File: config.mk
export PLATFORM = sky130hd
export DESIGN_NAME = bpa_ram
export DESIGN_NICKNAME = d
export VERILOG_FILES = /design/src/bpa_ram.sv
export SDC_FILE = /design/constraint.sdc
export NUM_CORES = 2
export LEC_CHECK = 0
export BUFFER_PORTS_ARGS = -buffer_cell sky130_fd_sc_hd__clkbuf_2
export CAP_MARGIN = 20
export CORE_MARGIN = 4
export CORE_UTILIZATION = 55
export CTS_BUF_LIST = sky130_fd_sc_hd__clkbuf_16
export CTS_CLUSTER_DIAMETER = 50
export CTS_CLUSTER_SIZE = 25
export DETAILED_ROUTE_END_ITERATION = 10
export PLACE_DENSITY = 0.71
export SYNTH_ARGS = -nofsm -noshare
export SYNTH_HDL_FRONTEND = slang
export SYNTH_SLANG_ARGS = --single-unit
File: constraint.sdc
create_clock -name clk -period 19.6 [get_ports clk]
set_input_delay 2.94 -clock clk [delete_from_list [all_inputs] [get_ports clk]]
set_output_delay 2.94 -clock clk [all_outputs]
set_load 0.02 [all_outputs]
File: src/bpa_ram.sv
// ----------------------------------------------------------------------------
// bpa_ram - generic single-write, single-read RAM
// One write port, one read port, registered read data. No reset on contents.
// ----------------------------------------------------------------------------
module bpa_ram #(
  parameter int WIDTH = 64,
  parameter int DEPTH = 64
) (
  input  logic                                     clk,
  input  logic                                     we,
  input  logic [((DEPTH > 1) ? $clog2(DEPTH) : 1)-1:0] waddr,
  input  logic [WIDTH-1:0]                         wdata,
  input  logic [((DEPTH > 1) ? $clog2(DEPTH) : 1)-1:0] raddr,
  output logic [WIDTH-1:0]                         rdata
);

  logic [WIDTH-1:0] mem [DEPTH];
  logic [WIDTH-1:0] rdata_r;

  always_ff @(posedge clk) begin
    if (we) begin
      mem[waddr] <= wdata;
    end
    rdata_r <= mem[raddr];
  end

  assign rdata = rdata_r;

endmodule

; ---- Word-level counts from Yosys, hierarchy flattened
; Memories as Yosys holds them, arrays and structs flattened. A register that Yosys moved wholly into a read port is not among the register bits.
; Cells that the tools add are included.
[op_classes]
mux = 2
[op_table]
columns = op, count
row1 = $mux 1, 2
[word_totals]
register_bits = 0
ram_bits = 4096
out_inout_bits = 64
n_memories = 1
wordCells = 3
inputBits = 78
[memory_table]
columns = name, depth, width, rd, rd_ports_with_merged_regs, wr, line_no
row1 = mem, 64, 64, 1, 1, 1, 17  ; logic [WIDTH-1:0] mem [DEPTH];

; ---- Logic depth before layout (Yosys ltp)
[logic_depth]
word_depth = 2
ltp_mapped = 9

; ---- Least setup slack after synthesis
; Ideal clock, no wire load.
[synth_timing]
path_kind = input-to-reg
start = input port waddr[3] (netlist name)
end = memory mem[48][0], enable pin
setup_ns = 0.564
t_required_ns = 19.036
cell_stages = 4
setup_slack_ns = 11.224
path_buffers = 1
t_arrival_ns = 7.812
path_cell_list = clkbuf_1 nor2b_1 nand4b_1 nor3_1
[synth_lines]
columns = element, line_no
row1 = "start, declared", 11  ; input logic [((DEPTH > 1) ? $clog2(DEPTH) : 1)-1:0] waddr,
row2 = "end, declared", 17
; No word-level cell before the write port.

==> qor.csv <==
metric,value,unit
Placed Instances,10300,
Synth cell types,33,
skew final,0.0548,ns
Routed Antenna Nets,0,
Die Height,541,µm
Critical Path RT,20.37,ns
H-tree depth,5,
Avg Vias per Cell,6.93,
TritonCTS clock tree,built,
via count,75900,
period utilization,0.364,
setup tns final,0,ns
largest net degree at the start of global routing,108,
max_slew headroom,0.184,
worst-margin pin slew,1.22,ns
Root Driver,clkbuf_16,
layout cells sized above 1,0.289,
Nets,7025,
most common flop cell mapped by yosys,edfxtp_1,
Met2 Wirelength,199000,µm
HP Class,flop to flop,
P per Cell Area,100,nW/µm²
met3 WL post-DR,49700,µm
Max Clock Freq,140,MHz
area of the mapped netlist,156000,µm²
number of global-route vias before repair,74800,
Crit path arrival time,7.91,ns
post-route insts no fill,11000,
Post-synth EDFFs,4096,
Pins Over Slew Limit,0,
RSZ-0062 raised after global routing,false,
CP bufs+invs,5,
Longest Clk Path Bufs,4,
Worst setup EP type,flop,
drt first pass iters,8,
Final HPWL DP,215000,µm
register area share after synthesis,0.795,
Fin. Hold Viols,0,
Remaining DRCs,0,
Buffers on Ports,141,
startpoint class of the critical path,input pin,
I/O pins,142,
final setup vio count,0,
die area,293000,µm²
Layout area overhead,11.4,%
die width,541,µm
Synth warnings,0,
M1 wire length,149000,µm
hold slack,0.855,ns
DR top layer,met5,
"FFs w/ async S/R, synth",0,
"Largest stage delay, worst path",0.86,ns
CP max FO,83,
Cells after Synth,6598,
CP top delay family,buffers and inverters,
CTS Hold Bufs,0,
global route total overflow,0,
Crit path top cell by count,buf_4,
"Cell Chain, Critical Path",buf_12 > buf_4 > buf_4 > buf_4 > buf_4 > mux4_2 > a22oi_1 > and3_1 > a211oi_1,
# rows,195,
Crit Path Category,input pin to flop,
Post-CTS Setup Inserts,0,
WL/cell,37.7,µm
"Slowest-stage cell, CP",buf_4,
clock-pin slew on the worst setup and hold paths,0.08,ns
initial core utilization,0.553,
clock sinks,4160,
Skew-Pair Late Insertion Delay,0.91,ns
most frequent cells in the layout,"4,096 x edfxtp_1, 1,024 x mux4_2, 311 x clkbuf_16",
Worst VDD drop,0.102,mV
status,finished clean,
syn nets,6676,
Yosys reg bits,4160,
antenna violations before repair,29,
maxcap violations,0,
min cycle time layout,7.14,ns
drt total wl,414000,µm
DRT iter0 DRCs,12400,
PostCTS Resize Cnt,0,
syn avg cell area,23.7,µm²
CTS buffer count,308,
"commonest non-fill, non-tap cell in the layout",edfxtp_1,
first-pass GRT wire length,580000,µm
LEAKAGE,54.1,nW
routability congestion estimate,0.791,
core area,283000,µm²
GRT Total Usage,0.282,
==> cell type report <==
type | instances | area (µm²)
multi-input cells | 2049 | 30800
fillers | 18700 | 108000
diodes | 18 | 45.0
clock buffers | 311 | 7780
repair buffers | 409 | 3610
clock inverters | 248 | 2970
inverters | 19 | 71.3
well taps | 3743 | 4680
flip-flops and latches | 4160 | 124000
==> worst paths after layout <==
kind                            cells past startpoint        start         to  slack, ns
worst max-delay path                                9     raddr[0]  rdata[38]      12.46
worst min-delay path                                4  mem[54][30]  rdata[30]       0.85
worst max register to register                      5  mem[62][61]  rdata[61]      17.51
worst min register to register                      4  mem[54][30]  rdata[30]       0.85
==> Yosys cell counts, types with 29 or more instances <==
cell type	n	area, µm²
edfxtp_1	4096	123000
mux4_2	1024	23100
buf_2	170	851
a22oi_1	168	1260
clkbuf_1	140	526
mux2i_1	135	1350
nor2_1	112	420
a22o_1	88	771
o22ai_1	83	519
and3_1	64	400
dfxtp_1	64	1280
a211oi_1	63	473
nand2_1	58	218
nand3_1	45	225
o221ai_1	38	333
buf_4	34	255
or3_1	29	181
==> metrics by stage <==
stage	total power [mW]	util	area (µm²)	worst slack (ns)
global route	18.0	0.617	174000	11.85
floorplan	10.5	-	156000	11.22
global placement	10.9	0.574	162000	11.21
detailed placement	10.9	0.574	162000	11.24
finish	17.5	0.617	174000	12.46
CTS	17.5	0.612	173000	12.16
==> power breakdown <==
part           total (mW)  internal [mW]  switching, mW  leakage, nW
Clock                6.75           3.34           3.41         5.27
Sequential           9.87           9.83         0.0422         37.4
Combinational       0.860          0.324          0.536         11.5
Total                17.5           13.5           3.99         54.1
==> routing by layer <==
metal / global-route usage / up-vias
li1: - / 29200
met1: 0.405 / 40700
met2: 0.441 / 5240
met3: 0.0575 / 801
met4: 0.0934 / 22
met5: 0 / -
==> cells by family after synthesis <==
| kind of cell | share of synthesized area |
|---|---|
| AOI/OAI and AO/OA | 0.0248 |
| buffers and inverters | 0.0118 |
| DFF | 0.795 |
| muxes | 0.156 |
| and+or+nand+nor | 0.0124 |
==> state kept, by name, indices dropped and copies added (netlist names) <==
name   count
mem     4096
rdata     64
==> worst min-delay path: stages (launching register included) <==
cell and delay (ns):
edfxtp_1 0.33, mux4_2 0.22, a22oi_1 0.06, nand3_1 0.08, and3_1 0.15
No activity file was read; power rests on OpenSTA's default activity.
