**config.mk**
```make
export PLATFORM = sky130hd
export DESIGN_NAME = bpa_ctrl
export DESIGN_NICKNAME = d
export VERILOG_FILES = /design/src/bpa_pkg.sv /design/src/bpa_bit_unit.sv /design/src/bpa_ctrl.sv
export SDC_FILE = /design/constraint.sdc
export NUM_CORES = 1
export LEC_CHECK = 0
export BUFFER_PORTS_ARGS = -buffer_cell sky130_fd_sc_hd__buf_2
export CORE_ASPECT_RATIO = 2
export CORE_MARGIN = 2
export CORE_UTILIZATION = 58
export CTS_CLUSTER_DIAMETER = 60
export DETAILED_ROUTE_END_ITERATION = 8
export PLACE_DENSITY = 0.86
export SLEW_MARGIN = 20
export SYNTH_ARGS = -nofsm -noshare
export SYNTH_HDL_FRONTEND = slang
export SYNTH_SLANG_ARGS = --single-unit
```
**constraint.sdc**
```tcl
create_clock -name clk -period 13.53 [get_ports clk]
set_input_delay 2.0295 -clock clk [delete_from_list [all_inputs] [get_ports clk]]
set_output_delay 2.0295 -clock clk [all_outputs]
set_load 0.005 [all_outputs]
```
**src/bpa_pkg.sv**
```systemverilog
// ----------------------------------------------------------------------------
// bpa_pkg - shared types and constants for the bitmap page allocator
// Field widths, request and status codes, sequencer states and the flags
// passed from the bit unit to the controller.
// ----------------------------------------------------------------------------
package bpa_pkg;

  // Fixed field widths
  localparam int PAGE_W     = 40;
  localparam int CNT_W      = 13;
  localparam int KIND_W     = 2;
  localparam int CFG_DATA_W = 64;
  localparam int CFG_ADDR_W = 4;
  localparam int OUT_DATA_W = 56;

  // Request kinds (code 3 is unused and rejected)
  localparam logic [KIND_W-1:0] KIND_ALLOC   = 2'd0;
  localparam logic [KIND_W-1:0] KIND_RESERVE = 2'd1;
  localparam logic [KIND_W-1:0] KIND_FREE    = 2'd2;

  // Register select: paddr bit 3 picks the register
  localparam logic REG_SEL_BASE  = 1'b0;
  localparam logic REG_SEL_COUNT = 1'b1;

  // Result status
  typedef enum logic [1:0] {
    STAT_DONE    = 2'd0,
    STAT_NOFREE  = 2'd1,
    STAT_OUTSIDE = 2'd2,
    STAT_SAME    = 2'd3
  } status_t;

  // Used-count update applied when a result is posted
  typedef enum logic [1:0] {
    CNT_KEEP,
    CNT_INC,
    CNT_DEC
  } cnt_op_t;

  // Sequencer states
  typedef enum logic [2:0] {
    S_CLEAR,
    S_IDLE,
    S_CALC,
    S_DIVQ,
    S_DIVR,
    S_TEST,
    S_SCAN,
    S_FIN
  } state_t;

  // Flags from the bit unit
  typedef struct packed {
    logic free_found;  // a free page below the limit exists in the word
    logic bit_set;     // selected bit is currently used
  } test_t;

endpackage

```
**src/bpa_bit_unit.sv**
```systemverilog
// ----------------------------------------------------------------------------
// bpa_bit_unit - shared bitmap word unit
// Finds the lowest free bit below a limit, tests one selected bit, and
// builds the word with one bit set or cleared.
// ----------------------------------------------------------------------------
module bpa_bit_unit #(
  parameter int WORD_BITS = 64,
  parameter int LIM_W     = 14
) (
  input  logic [WORD_BITS-1:0]         word,
  input  logic [LIM_W-1:0]             lim,       // bits at or above are off limits
  input  logic [$clog2(WORD_BITS)-1:0] bit_sel,
  input  logic                         use_scan,  // modify the found bit, not bit_sel
  input  logic                         op_set,    // 1: set, 0: clear
  output bpa_pkg::test_t               flags,
  output logic [$clog2(WORD_BITS)-1:0] free_pos,
  output logic [WORD_BITS-1:0]         new_word
);

  localparam int BIT_W = $clog2(WORD_BITS);

  logic [WORD_BITS-1:0] free_v;
  logic [BIT_W-1:0]     pos;
  logic [BIT_W-1:0]     sel_pos;
  logic [WORD_BITS-1:0] one_hot;

  // Free bits inside the limit
  always_comb begin
    for (int b = 0; b < WORD_BITS; b++) begin
      free_v[b] = ~word[b] & (LIM_W'(b) < lim);
    end
  end

  // Lowest free bit
  always_comb begin
    pos = '0;
    for (int b = WORD_BITS - 1; b >= 0; b--) begin
      if (free_v[b]) begin
        pos = BIT_W'(b);
      end
    end
  end

  assign flags.free_found = |free_v;
  assign flags.bit_set    = word[bit_sel];
  assign free_pos         = pos;

  // Set or clear one bit
  assign sel_pos  = use_scan ? pos : bit_sel;
  assign one_hot  = WORD_BITS'(1) << sel_pos;
  assign new_word = op_set ? (word | one_hot) : (word & ~one_hot);

endmodule

```
**src/bpa_ctrl.sv**
```systemverilog
// ----------------------------------------------------------------------------
// bpa_ctrl - request sequencer for the bitmap page allocator
// Clears the bitmap after reset, then runs one request at a time: a
// word-by-word scan for allocate, or index split, test and update for
// reserve and free. Results go to an output register.
// ----------------------------------------------------------------------------
module bpa_ctrl #(
  parameter int MAX_PAGES = 4096,
  parameter int WORD_BITS = 64,
  parameter int NUM_WORDS = 64,
  parameter int WADDR_W   = 6
) (
  input  logic                           clk,
  input  logic                           rst_n,
  // config
  input  logic [bpa_pkg::PAGE_W-1:0]     base_page,
  input  logic [bpa_pkg::CNT_W-1:0]      sect_pages,
  // request
  input  logic                           req_valid,
  output logic                           req_ready,
  input  logic [bpa_pkg::KIND_W-1:0]     req_kind,
  input  logic [bpa_pkg::PAGE_W-1:0]     req_page,
  // result
  output logic                           res_valid,
  input  logic                           res_ready,
  output logic [bpa_pkg::PAGE_W-1:0]     res_page,
  output bpa_pkg::status_t               res_status,
  output logic [bpa_pkg::CNT_W-1:0]      res_count,
  // bitmap RAM
  output logic                           ram_we,
  output logic [WADDR_W-1:0]             ram_waddr,
  output logic [WORD_BITS-1:0]           ram_wdata,
  output logic [WADDR_W-1:0]             ram_raddr,
  input  logic [WORD_BITS-1:0]           ram_rdata
);

  localparam int BIT_W  = $clog2(WORD_BITS);
  localparam int IDX_W  = $clog2(MAX_PAGES);
  localparam int SZ_W   = ($clog2(MAX_PAGES + 1) > bpa_pkg::CNT_W) ?
                          $clog2(MAX_PAGES + 1) : bpa_pkg::CNT_W;
  localparam int BW     = SZ_W + 1;
  // index / WORD_BITS by reciprocal, exact for every IDX_W-bit index
  localparam int DIV_K  = IDX_W + BIT_W;
  localparam int RC_W   = DIV_K + 1;
  localparam int RECIP  = ((2 ** DIV_K) + WORD_BITS - 1) / WORD_BITS;
  localparam int PROD_W = IDX_W + RC_W;

  bpa_pkg::state_t  state_r, state_nxt;

  logic [bpa_pkg::KIND_W-1:0] kind_r, kind_nxt;
  logic [bpa_pkg::PAGE_W-1:0] page_r, page_nxt;
  logic [IDX_W-1:0]           idx_r, idx_nxt;
  logic [WADDR_W-1:0]         q_r, q_nxt;
  logic [BIT_W-1:0]           bit_r, bit_nxt;
  logic [WADDR_W-1:0]         clr_r, clr_nxt;
  logic [WADDR_W-1:0]         scan_w_r, scan_w_nxt;
  logic [BW-1:0]              scan_base_r, scan_base_nxt;
  logic [bpa_pkg::CNT_W-1:0]  used_cnt_r, used_cnt_nxt;

  // pending result and bitmap update
  logic [bpa_pkg::PAGE_W-1:0] pend_page_r, pend_page_nxt;
  bpa_pkg::status_t           pend_status_r, pend_status_nxt;
  logic                       pend_we_r, pend_we_nxt;
  logic [WADDR_W-1:0]         pend_addr_r, pend_addr_nxt;
  logic [WORD_BITS-1:0]       pend_word_r, pend_word_nxt;
  bpa_pkg::cnt_op_t           pend_cnt_r, pend_cnt_nxt;

  // output register
  logic                       out_valid_r, out_valid_nxt;
  logic [bpa_pkg::PAGE_W-1:0] out_page_r, out_page_nxt;
  bpa_pkg::status_t           out_status_r, out_status_nxt;
  logic [bpa_pkg::CNT_W-1:0]  out_cnt_r, out_cnt_nxt;

  logic [SZ_W-1:0]            size;
  logic [SZ_W-1:0]            cnt_ext;
  logic [bpa_pkg::PAGE_W-1:0] rel_idx;
  logic                       outside;
  logic [BW-1:0]              lim;
  logic [BW-1:0]              next_base;
  logic [PROD_W-1:0]          q_prod;
  logic [IDX_W-1:0]           q_times_w;
  logic [IDX_W-1:0]           rem_idx;
  logic                       fin_fire;
  logic                       op_set;
  bpa_pkg::test_t             flags;
  logic [BIT_W-1:0]           free_pos;
  logic [WORD_BITS-1:0]       new_word;

  // Effective section size and range check
  assign cnt_ext = SZ_W'(sect_pages);
  assign size    = (cnt_ext < SZ_W'(MAX_PAGES)) ? cnt_ext : SZ_W'(MAX_PAGES);
  assign rel_idx = page_r - base_page;
  assign outside = (page_r < base_page) ||
                   (rel_idx >= bpa_pkg::PAGE_W'(size));

  // Scan limits
  assign lim       = BW'(size) - scan_base_r;
  assign next_base = scan_base_r + BW'(WORD_BITS);

  // Index split: word = idx / WORD_BITS, bit = idx % WORD_BITS
  assign q_prod    = PROD_W'(idx_r) * PROD_W'(RECIP);
  assign q_times_w = IDX_W'(q_r) * IDX_W'(WORD_BITS);
  assign rem_idx   = idx_r - q_times_w;

  assign fin_fire = (state_r == bpa_pkg::S_FIN) && (!out_valid_r || res_ready);
  assign op_set   = (kind_r != bpa_pkg::KIND_FREE);

  bpa_bit_unit #(
    .WORD_BITS (WORD_BITS),
    .LIM_W     (BW)
  ) u_bit_unit (
    .word     (ram_rdata),
    .lim      (lim),
    .bit_sel  (bit_r),
    .use_scan (state_r == bpa_pkg::S_SCAN),
    .op_set   (op_set),
    .flags    (flags),
    .free_pos (free_pos),
    .new_word (new_word)
  );

  // Next state
  always_comb begin
    state_nxt = state_r;
    unique case (state_r)
      bpa_pkg::S_CLEAR: begin
        if (clr_r == WADDR_W'(NUM_WORDS - 1)) begin
          state_nxt = bpa_pkg::S_IDLE;
        end
      end
      bpa_pkg::S_IDLE: begin
        if (req_valid) begin
          state_nxt = bpa_pkg::S_CALC;
        end
      end
      bpa_pkg::S_CALC: begin
        priority if (kind_r == bpa_pkg::KIND_ALLOC) begin
          state_nxt = (SZ_W'(used_cnt_r) < size) ? bpa_pkg::S_SCAN : bpa_pkg::S_FIN;
        end else if ((kind_r == bpa_pkg::KIND_RESERVE || kind_r == bpa_pkg::KIND_FREE)
                     && !outside) begin
          state_nxt = bpa_pkg::S_DIVQ;
        end else begin
          state_nxt = bpa_pkg::S_FIN;
        end
      end
      bpa_pkg::S_DIVQ: state_nxt = bpa_pkg::S_DIVR;
      bpa_pkg::S_DIVR: state_nxt = bpa_pkg::S_TEST;
      bpa_pkg::S_TEST: state_nxt = bpa_pkg::S_FIN;
      bpa_pkg::S_SCAN: begin
        if (flags.free_found || next_base >= BW'(size)) begin
          state_nxt = bpa_pkg::S_FIN;
        end
      end
      bpa_pkg::S_FIN: begin
        if (fin_fire) begin
          state_nxt = bpa_pkg::S_IDLE;
        end
      end
      default: state_nxt = bpa_pkg::S_IDLE;
    endcase
  end

  // Datapath and outputs
  always_comb begin
    kind_nxt        = kind_r;
    page_nxt        = page_r;
    idx_nxt         = idx_r;
    q_nxt           = q_r;
    bit_nxt         = bit_r;
    clr_nxt         = clr_r;
    scan_w_nxt      = scan_w_r;
    scan_base_nxt   = scan_base_r;
    used_cnt_nxt    = used_cnt_r;
    pend_page_nxt   = pend_page_r;
    pend_status_nxt = pend_status_r;
    pend_we_nxt     = pend_we_r;
    pend_addr_nxt   = pend_addr_r;
    pend_word_nxt   = pend_word_r;
    pend_cnt_nxt    = pend_cnt_r;
    out_page_nxt    = out_page_r;
    out_status_nxt  = out_status_r;
    out_cnt_nxt     = out_cnt_r;
    out_valid_nxt   = out_valid_r && !res_ready;
    req_ready       = 1'b0;
    ram_we          = 1'b0;
    ram_waddr       = clr_r;
    ram_wdata       = '0;
    ram_raddr       = '0;

    unique case (state_r)
      bpa_pkg::S_CLEAR: begin
        ram_we  = 1'b1;
        clr_nxt = clr_r + WADDR_W'(1);
      end
      bpa_pkg::S_IDLE: begin
        req_ready = 1'b1;
        if (req_valid) begin
          kind_nxt = req_kind;
          page_nxt = req_page;
        end
      end
      bpa_pkg::S_CALC: begin
        // defaults for the early-exit cases
        pend_we_nxt     = 1'b0;
        pend_cnt_nxt    = bpa_pkg::CNT_KEEP;
        pend_page_nxt   = page_r;
        pend_status_nxt = bpa_pkg::STAT_OUTSIDE;
        idx_nxt         = rel_idx[IDX_W-1:0];
        scan_w_nxt      = '0;
        scan_base_nxt   = '0;
        if (kind_r == bpa_pkg::KIND_ALLOC) begin
          pend_page_nxt   = '0;
          pend_status_nxt = bpa_pkg::STAT_NOFREE;
        end
      end
      bpa_pkg::S_DIVQ: begin
        q_nxt = q_prod[DIV_K +: WADDR_W];
      end
      bpa_pkg::S_DIVR: begin
        bit_nxt   = rem_idx[BIT_W-1:0];
        ram_raddr = q_r;
      end
      bpa_pkg::S_TEST: begin
        pend_addr_nxt = q_r;
        pend_word_nxt = new_word;
        if (flags.bit_set == op_set) begin
          pend_status_nxt = bpa_pkg::STAT_SAME;
        end else begin
          pend_status_nxt = bpa_pkg::STAT_DONE;
          pend_we_nxt     = 1'b1;
          pend_cnt_nxt    = op_set ? bpa_pkg::CNT_INC : bpa_pkg::CNT_DEC;
        end
      end
      bpa_pkg::S_SCAN: begin
        // read data holds word scan_w_r; fetch the next one meanwhile
        ram_raddr     = scan_w_r + WADDR_W'(1);
        scan_w_nxt    = scan_w_r + WADDR_W'(1);
        scan_base_nxt = next_base;
        if (flags.free_found) begin
          pend_status_nxt = bpa_pkg::STAT_DONE;
          pend_page_nxt   = base_page + bpa_pkg::PAGE_W'(scan_base_r + BW'(free_pos));
          pend_we_nxt     = 1'b1;
          pend_addr_nxt   = scan_w_r;
          pend_word_nxt   = new_word;
          pend_cnt_nxt    = bpa_pkg::CNT_INC;
        end
      end
      bpa_pkg::S_FIN: begin
        if (fin_fire) begin
          ram_we    = pend_we_r;
          ram_waddr = pend_addr_r;
          ram_wdata = pend_word_r;
          unique case (pend_cnt_r)
            bpa_pkg::CNT_INC: used_cnt_nxt = used_cnt_r + bpa_pkg::CNT_W'(1);
            bpa_pkg::CNT_DEC: begin
              if (used_cnt_r != '0) begin
                used_cnt_nxt = used_cnt_r - bpa_pkg::CNT_W'(1);
              end
            end
            default: used_cnt_nxt = used_cnt_r;
          endcase
          out_valid_nxt  = 1'b1;
          out_page_nxt   = pend_page_r;
          out_status_nxt = pend_status_r;
          out_cnt_nxt    = used_cnt_nxt;
        end
      end
      default: begin
        req_ready = 1'b0;
      end
    endcase
  end

  // Control registers
  always_ff @(posedge clk) begin
    if (!rst_n) begin
      state_r     <= bpa_pkg::S_CLEAR;
      clr_r       <= '0;
      used_cnt_r  <= '0;
      out_valid_r <= 1'b0;
      pend_we_r   <= 1'b0;
      pend_cnt_r  <= bpa_pkg::CNT_KEEP;
    end else begin
      state_r     <= state_nxt;
      clr_r       <= clr_nxt;
      used_cnt_r  <= used_cnt_nxt;
      out_valid_r <= out_valid_nxt;
      pend_we_r   <= pend_we_nxt;
      pend_cnt_r  <= pend_cnt_nxt;
    end
  end

  // Payload registers
  always_ff @(posedge clk) begin
    kind_r        <= kind_nxt;
    page_r        <= page_nxt;
    idx_r         <= idx_nxt;
    q_r           <= q_nxt;
    bit_r         <= bit_nxt;
    scan_w_r      <= scan_w_nxt;
    scan_base_r   <= scan_base_nxt;
    pend_page_r   <= pend_page_nxt;
    pend_status_r <= pend_status_nxt;
    pend_addr_r   <= pend_addr_nxt;
    pend_word_r   <= pend_word_nxt;
    out_page_r    <= out_page_nxt;
    out_status_r  <= out_status_nxt;
    out_cnt_r     <= out_cnt_nxt;
  end

  assign res_valid  = out_valid_r;
  assign res_page   = out_page_r;
  assign res_status = out_status_r;
  assign res_count  = out_cnt_r;

endmodule

```
Word-level counts from Yosys, hierarchy flattened
Index checks and enable logic that the tools add are counted. Widths: inputs -> output; s select.

Bits in registers: 279. Output and inout port bits: 134. Logic and storage cells: 385.

Magnitude comparators: 70. Bitwise operators: 131. Mux-type cells: 109. Reduce and logical (&&, ||, !) cells: 24. Shift operators: 1. Eq/ne operators: 20. Add/sub/neg operators: 10.

Operators with widths (count): $lt 6x14->1 const A (32); $mux 6 (68); $mux 64 (4); $lt 5x14->1 const A (16); $pmux 64 s2 (1); $lt 4x14->1 const A (8); $mux 40 (2); $pmux 40 s2 (1); $and 1x1->1 (64); $and 64x64->64 (1); $not 1->1 (64); $not 64->64 (1); $or 64x64->64 (1); $reduce_or 64->1 (1); $shl 1x6->64 const A (1); $lt 3x14->1 const A (4); $add 40x15->40 (1); $ge 40x13->1 (1); $lt 40x40->1 (1); $sub 40x40->40 (1); $pmux 6 s2 (3); $lt 1x14->1 const A (2); $lt 2x14->1 const A (2); $pmux 14 s2 (1); other kinds (40) (84).

Depth between registers and ports, before layout
Depth after elaboration: 76. Depth in mapped cells: 36. Gate-level depth less buffers: 30.

Hierarchy
From an unflattened synthesis, not the netlist that was laid out.

Cells, all modules: 2068. Area, all modules: 20176.9 µm².

Modules (own cells, without submodules): bpa_ctrl (seq. area each 7937.6 µm², cells each 1481, instances 1, area each 15708.8 µm²); bpa_bit_unit (seq. area each 0.0 µm², cells each 587, instances 1, area each 4468.0 µm²).

Least setup slack after synthesis
Ideal clock, no wire load.

Kind: in2reg. Start point: input port sect_pages[12] (netlist bit). End point: register pend_addr_r[0] (enable). Arrival time: 9725 ps. Setup slack: 3210 ps. Stages: 18. Library setup time: 595 ps. Path through: buf_2 > clkinv_1 > nand2_1 > inv_1 > ha_1 > and4b_1 > and4_1 > buf_2 > and3_1 > buf_4 > buf_6 > buf_4 > a31oi_1 > o21ai_0 > and3_1 > nand2_1 > nor4_1 > o21ai_0.

Longest elaborated chain between the ends: 8.

RTL lines: start: declaration (line bpa_ctrl.sv:17) `input logic [bpa_pkg::CNT_W-1:0] sect_pages,`; $lt 13x13->1 (line bpa_ctrl.sv:91) `assign size = (cnt_ext < SZ_W'(MAX_PAGES)) ? cnt_ext : SZ_W'(MAX_PAGES);`; $mux 13 * (line bpa_ctrl.sv:91); $sub 13x14->14 * (line bpa_ctrl.sv:97) `assign lim = BW'(size) - scan_base_r;`; $lt 1x14->1, or another cell as far along (line bpa_bit_unit.sv:30) `free_v[b] = ~word[b] & (LIM_W'(b) < lim);`; $and 1x1->1 (line bpa_bit_unit.sv:30); $reduce_or 64->1 * (line bpa_bit_unit.sv:44) `assign flags.free_found = |free_v;`; $ne 2x2->1 (no line) *; $reduce_and 2->1 (no line) *; end signal: assignment (line bpa_ctrl.sv:304) `pend_addr_r <= pend_addr_nxt;`; end: declaration (line bpa_ctrl.sv:64) `logic [WADDR_W-1:0] pend_addr_r, pend_addr_nxt;`.

Mark *: on every way between the ends. The rest lies on a longest branch, timed or not. A chain may end at the register's enable or synchronous reset.

Worst setup path in the final report
Start point: input port sect_pages[12] (netlist bit). End point: register pend_page_r[29] (netlist bit) (data pin).

Longest elaborated chain between the ends: 73.

RTL lines: $lt 13x13->1 (line bpa_ctrl.sv:91); $mux 13 * (line bpa_ctrl.sv:91); $sub 13x14->14 * (line bpa_ctrl.sv:97); $lt 6x14->1 (line bpa_bit_unit.sv:30); $and 1x1->1 (line bpa_bit_unit.sv:30); $mux 6 (63 in series) (line bpa_bit_unit.sv:38) `if (free_v[b]) begin`; $mux 6 * (line bpa_bit_unit.sv:38); $add 14x6->15 * (line bpa_ctrl.sv:241) `pend_page_nxt = base_page + bpa_pkg::PAGE_W'(scan_base_r + BW'(free_pos));`; $add 40x15->40 * (line bpa_ctrl.sv:241); $mux 40 * (line bpa_ctrl.sv:239) `if (flags.free_found) begin`; $pmux 40 s2 * (line bpa_ctrl.sv:190) `unique case (state_r)`; named net pend_page_nxt (one bit) (line bpa_ctrl.sv:61) `logic [bpa_pkg::PAGE_W-1:0] pend_page_r, pend_page_nxt;`; end signal: assignment (line bpa_ctrl.sv:302) `pend_page_r <= pend_page_nxt;`; end: declaration (line bpa_ctrl.sv:61).

Mark *: on every way through the listed nets, which the timed path passes. The rest lies on a longest branch. The select of a mux whose other input is x is not followed.

==> metrics.yaml <==
run_status:
  status: "finished clean"
synthesis:
  syn-num-nets: 2283
  ys_types: 100
  synthArstFlopShare: 0
  syn_area_sq_um: 19000
  synth_top_area_frac: 0.390
  synth_edf_count: 247
  synth-seq-area-share: 0.418
  ys_seq_elements: 273
  synth_ff_type: "edfxtp_1"
  synth_commonest_cells: "edfxtp_1, a21oi_1, nand2_1"
  ys_warn_count: 0
  avgSynthCellArea_sq_um: 9.50
  synth_area_leaders: "edfxtp_1, ha_1, a21oi_1"
  synth.most_common_cell: "edfxtp_1"
  netlist_instances: 2002
  synth_area_leader_cell: "edfxtp_1"
final_layout:
  drive_gt1_frac: 0.194
  fillers: 2546
  area_delta_synth_final_pct: 13.5
  final_nets: 2515
power:
  p_clk_frac: 0.335
  p_comb_frac: 0.202
  leakage_nw: 8.63
  p_int_mw: 1.47
  peakVddDrop_mv: 0.148
  power.density_nw_per_um2: 97.3
  p_seq_frac: 0.463
  swShare: 0.301
  finalPower_mw: 2.10
  p_switching_mw: 0.631
timing:
  fin_ws_ns: 2.62
  finalSetupViolations: 0
  fmax_ghz: 0.0917
  fin_tns_setup_ns: 0
  timing.slew.headroom: 0.211
  final.min_clock_period_ns: 10.91
  finalHoldViolations: 0
  fin_crit_sh: 0.806
  rsz0062_at_grt: "no"
  fin_hold_ws_ns: 0.417
  maxSlewViolCount: 0
  fin_skew_ns: 0.0159
  worst_pin_slew_ns: 1.18
global_route:
  grt_max_degree: 72
  antenna_found_initial: 7
  grt_usage: 0.439
  grt.overflow.total: 0
  grt_pass1_wl_mm: 112
  grt_pass1_vias: 18400
drt:
  drt_wl_total_mm: 76.6
  vias: 18300
  topRoutingLayerUsed: "met5"
  route.met2.wl_mm: 39.5
  vias_per_cell: 6.83
  drtIter0Drc: 1537
  antenna_left: 0
  wire_per_inst_um: 28.5
  drc: 0
  dr_wl_met3_mm: 5.81
  m1WireLength_mm: 21.0
  dr.pass1.iters: 6
clock_tree:
  cts_tree: "done"
  hold_buffers: 0
  clkLatencyLatePin_ns: 0.57
  post_cts_buffers: 0
  cts_buffers: 24
  cts_root_buf: "clkbuf_16"
  clockBufferDepth: 3
  htree_levels: 1
  cts_sinks: 273
  ctsResizeCount: 0
  path_clk_slew_ns: 0.08
worst_setup_path:
  critPathKind: "in -> reg"
  crit_path_max_incr_delay_ns: 0.65
  cp-startpoint: "sect_pages[12]"
  ff2ff_path_depth: 30
  critPathLaunchType: "input pin"
  cp_slowest_cell: "and3_2"
  critPathArrivalTime_ns: 11.19
  crit_path_end: "pend_page_r[29]"
  critical_path_required_ns: 13.81
  crit_top_cell: "o21ai_0"
  r2r_slack_ns: 4.74
  crit-reg2reg-launch: "scan_base_r[10]"
  critPathCaptureType: "flop"
  r2r_end: "pend_page_r[29]"
  path_max_fanout: 32
die:
  coreArea_sq_um: 32200
  die_width_um: 132
  pin_count: 297
  die_height_um: 260
  rows: 93
  initial_core_util: 0.590
  die-area_sq_um: 34300
hold_path:
  worst_hold_path_type: "reg -> reg"
placed_design:
  pre_cts_ws_ns: 2.51
  place_congestion: 1.09
  io_buffers: 296
  dp_hpwl_mm: 59.6
run:
  max_cap_violations: 0
final cells by class:
| class | instances | area (sq um) | area share |
|---|---|---|---|
| tap | 427 | 534 | 0.0248 |
| clock buffer | 32 | 703 | 0.0326 |
| multi-input combinational | 1501 | 10200 | 0.474 |
| timing repair buffer | 317 | 1640 | 0.0760 |
| sequential | 273 | 7940 | 0.368 |
| clock inverter | 12 | 86.3 | 0.00400 |
| inverter | 117 | 442 | 0.0205 |
| antenna | 6 | 15.0 | 0.000696 |
power groups by stage:
stage	clock network, mW	logic (mW)	registers, mW
4_1_cts	0.700	0.408	0.970
6_report	0.703	0.424	0.972
3_3_place_gp	0	0.392	0.988
3_5_place_dp	0	0.404	0.989
5_1_grt	0.726	0.450	0.973
2_1_floorplan	0	0.255	0.977
cell usage in the layout, fill, tap and decap left out, types with 15 or more instances in the layout:
| master | n |
|---|---|
| a41oi_1 | 22 |
| xnor2_1 | 48 |
| a31oi_1 | 91 |
| nand3_1 | 84 |
| nor3_1 | 42 |
| dfxtp_1 | 26 |
| and2_1 | 80 |
| xor2_1 | 16 |
| o31ai_1 | 16 |
| edfxtp_1 | 247 |
| nor2b_1 | 22 |
| a211oi_1 | 15 |
| mux4_2 | 21 |
| nand2_1 | 154 |
| nor2_1 | 123 |
| nand2b_1 | 26 |
| o21ai_0 | 120 |
| and3_1 | 16 |
| buf_4 | 21 |
| a21o_1 | 43 |
| buf_2 | 296 |
| clkbuf_16 | 26 |
| ha_1 | 115 |
| a21oi_1 | 160 |
| inv_1 | 113 |
| nand4_1 | 24 |
| o211ai_1 | 16 |
| nor4_1 | 22 |
registers in the layout, summed over array words and instances, names as in the netlist, 8 cells and up:
signal       cells
page_r          40
res_page        40
pend_page_r     40
scan_base_r      8
pend_word_r     64
used_cnt_r      13
res_count       13
idx_r           12
metrics by stage:
stage,cells,util,cell area (sq um)
finish,2685,0.670,21600
global route,2683,0.669,21600
CTS,2679,0.669,21600
detailed placement,2635,0.644,20800
global placement,2635,0.644,20800
floorplan,2002,-,19000
critical path: cells and delay by family:
family          cells  cell delay, ns
simple gates        7            2.42
xor+xnor            1            0.20
buf+inv             6            1.74
compound gates     15            3.51
fa+ha+maj           4            1.23
metal layers:
layer | vias up | global-route usage
met1 | 8552 | 0.363
met3 | 486 | 0.0897
met4 | 2 | 0.474
met2 | 1268 | 0.814
li1 | 8032 | -
met5 | - | 0
kinds of logic after synthesis:
logic type,after synthesis,share of synthesized area
simple gates,672,0.185
compound gates,617,0.212
flops,273,0.418
buf+inv,228,0.0480
fa+ha+maj,118,0.0784
xor+xnor,64,0.0295
mux,30,0.0297
worst min-delay path by stage:
stage / to / slack (ns) / startpoint / depth (start not counted)
after floorplan: bit_r[0] / 0.40 / idx_r[0] / 0
after global placement: bit_r[4] / 0.40 / idx_r[4] / 0
after detailed placement: q_r[5] / 0.40 / idx_r[11] / 0
after CTS: res_page[4] / 0.42 / pend_page_r[4] / 0
after global routing: q_r[5] / 0.43 / idx_r[11] / 0
final: res_page[4] / 0.42 / pend_page_r[4] / 0
Note: power is estimated with default switching activity, not from simulation.
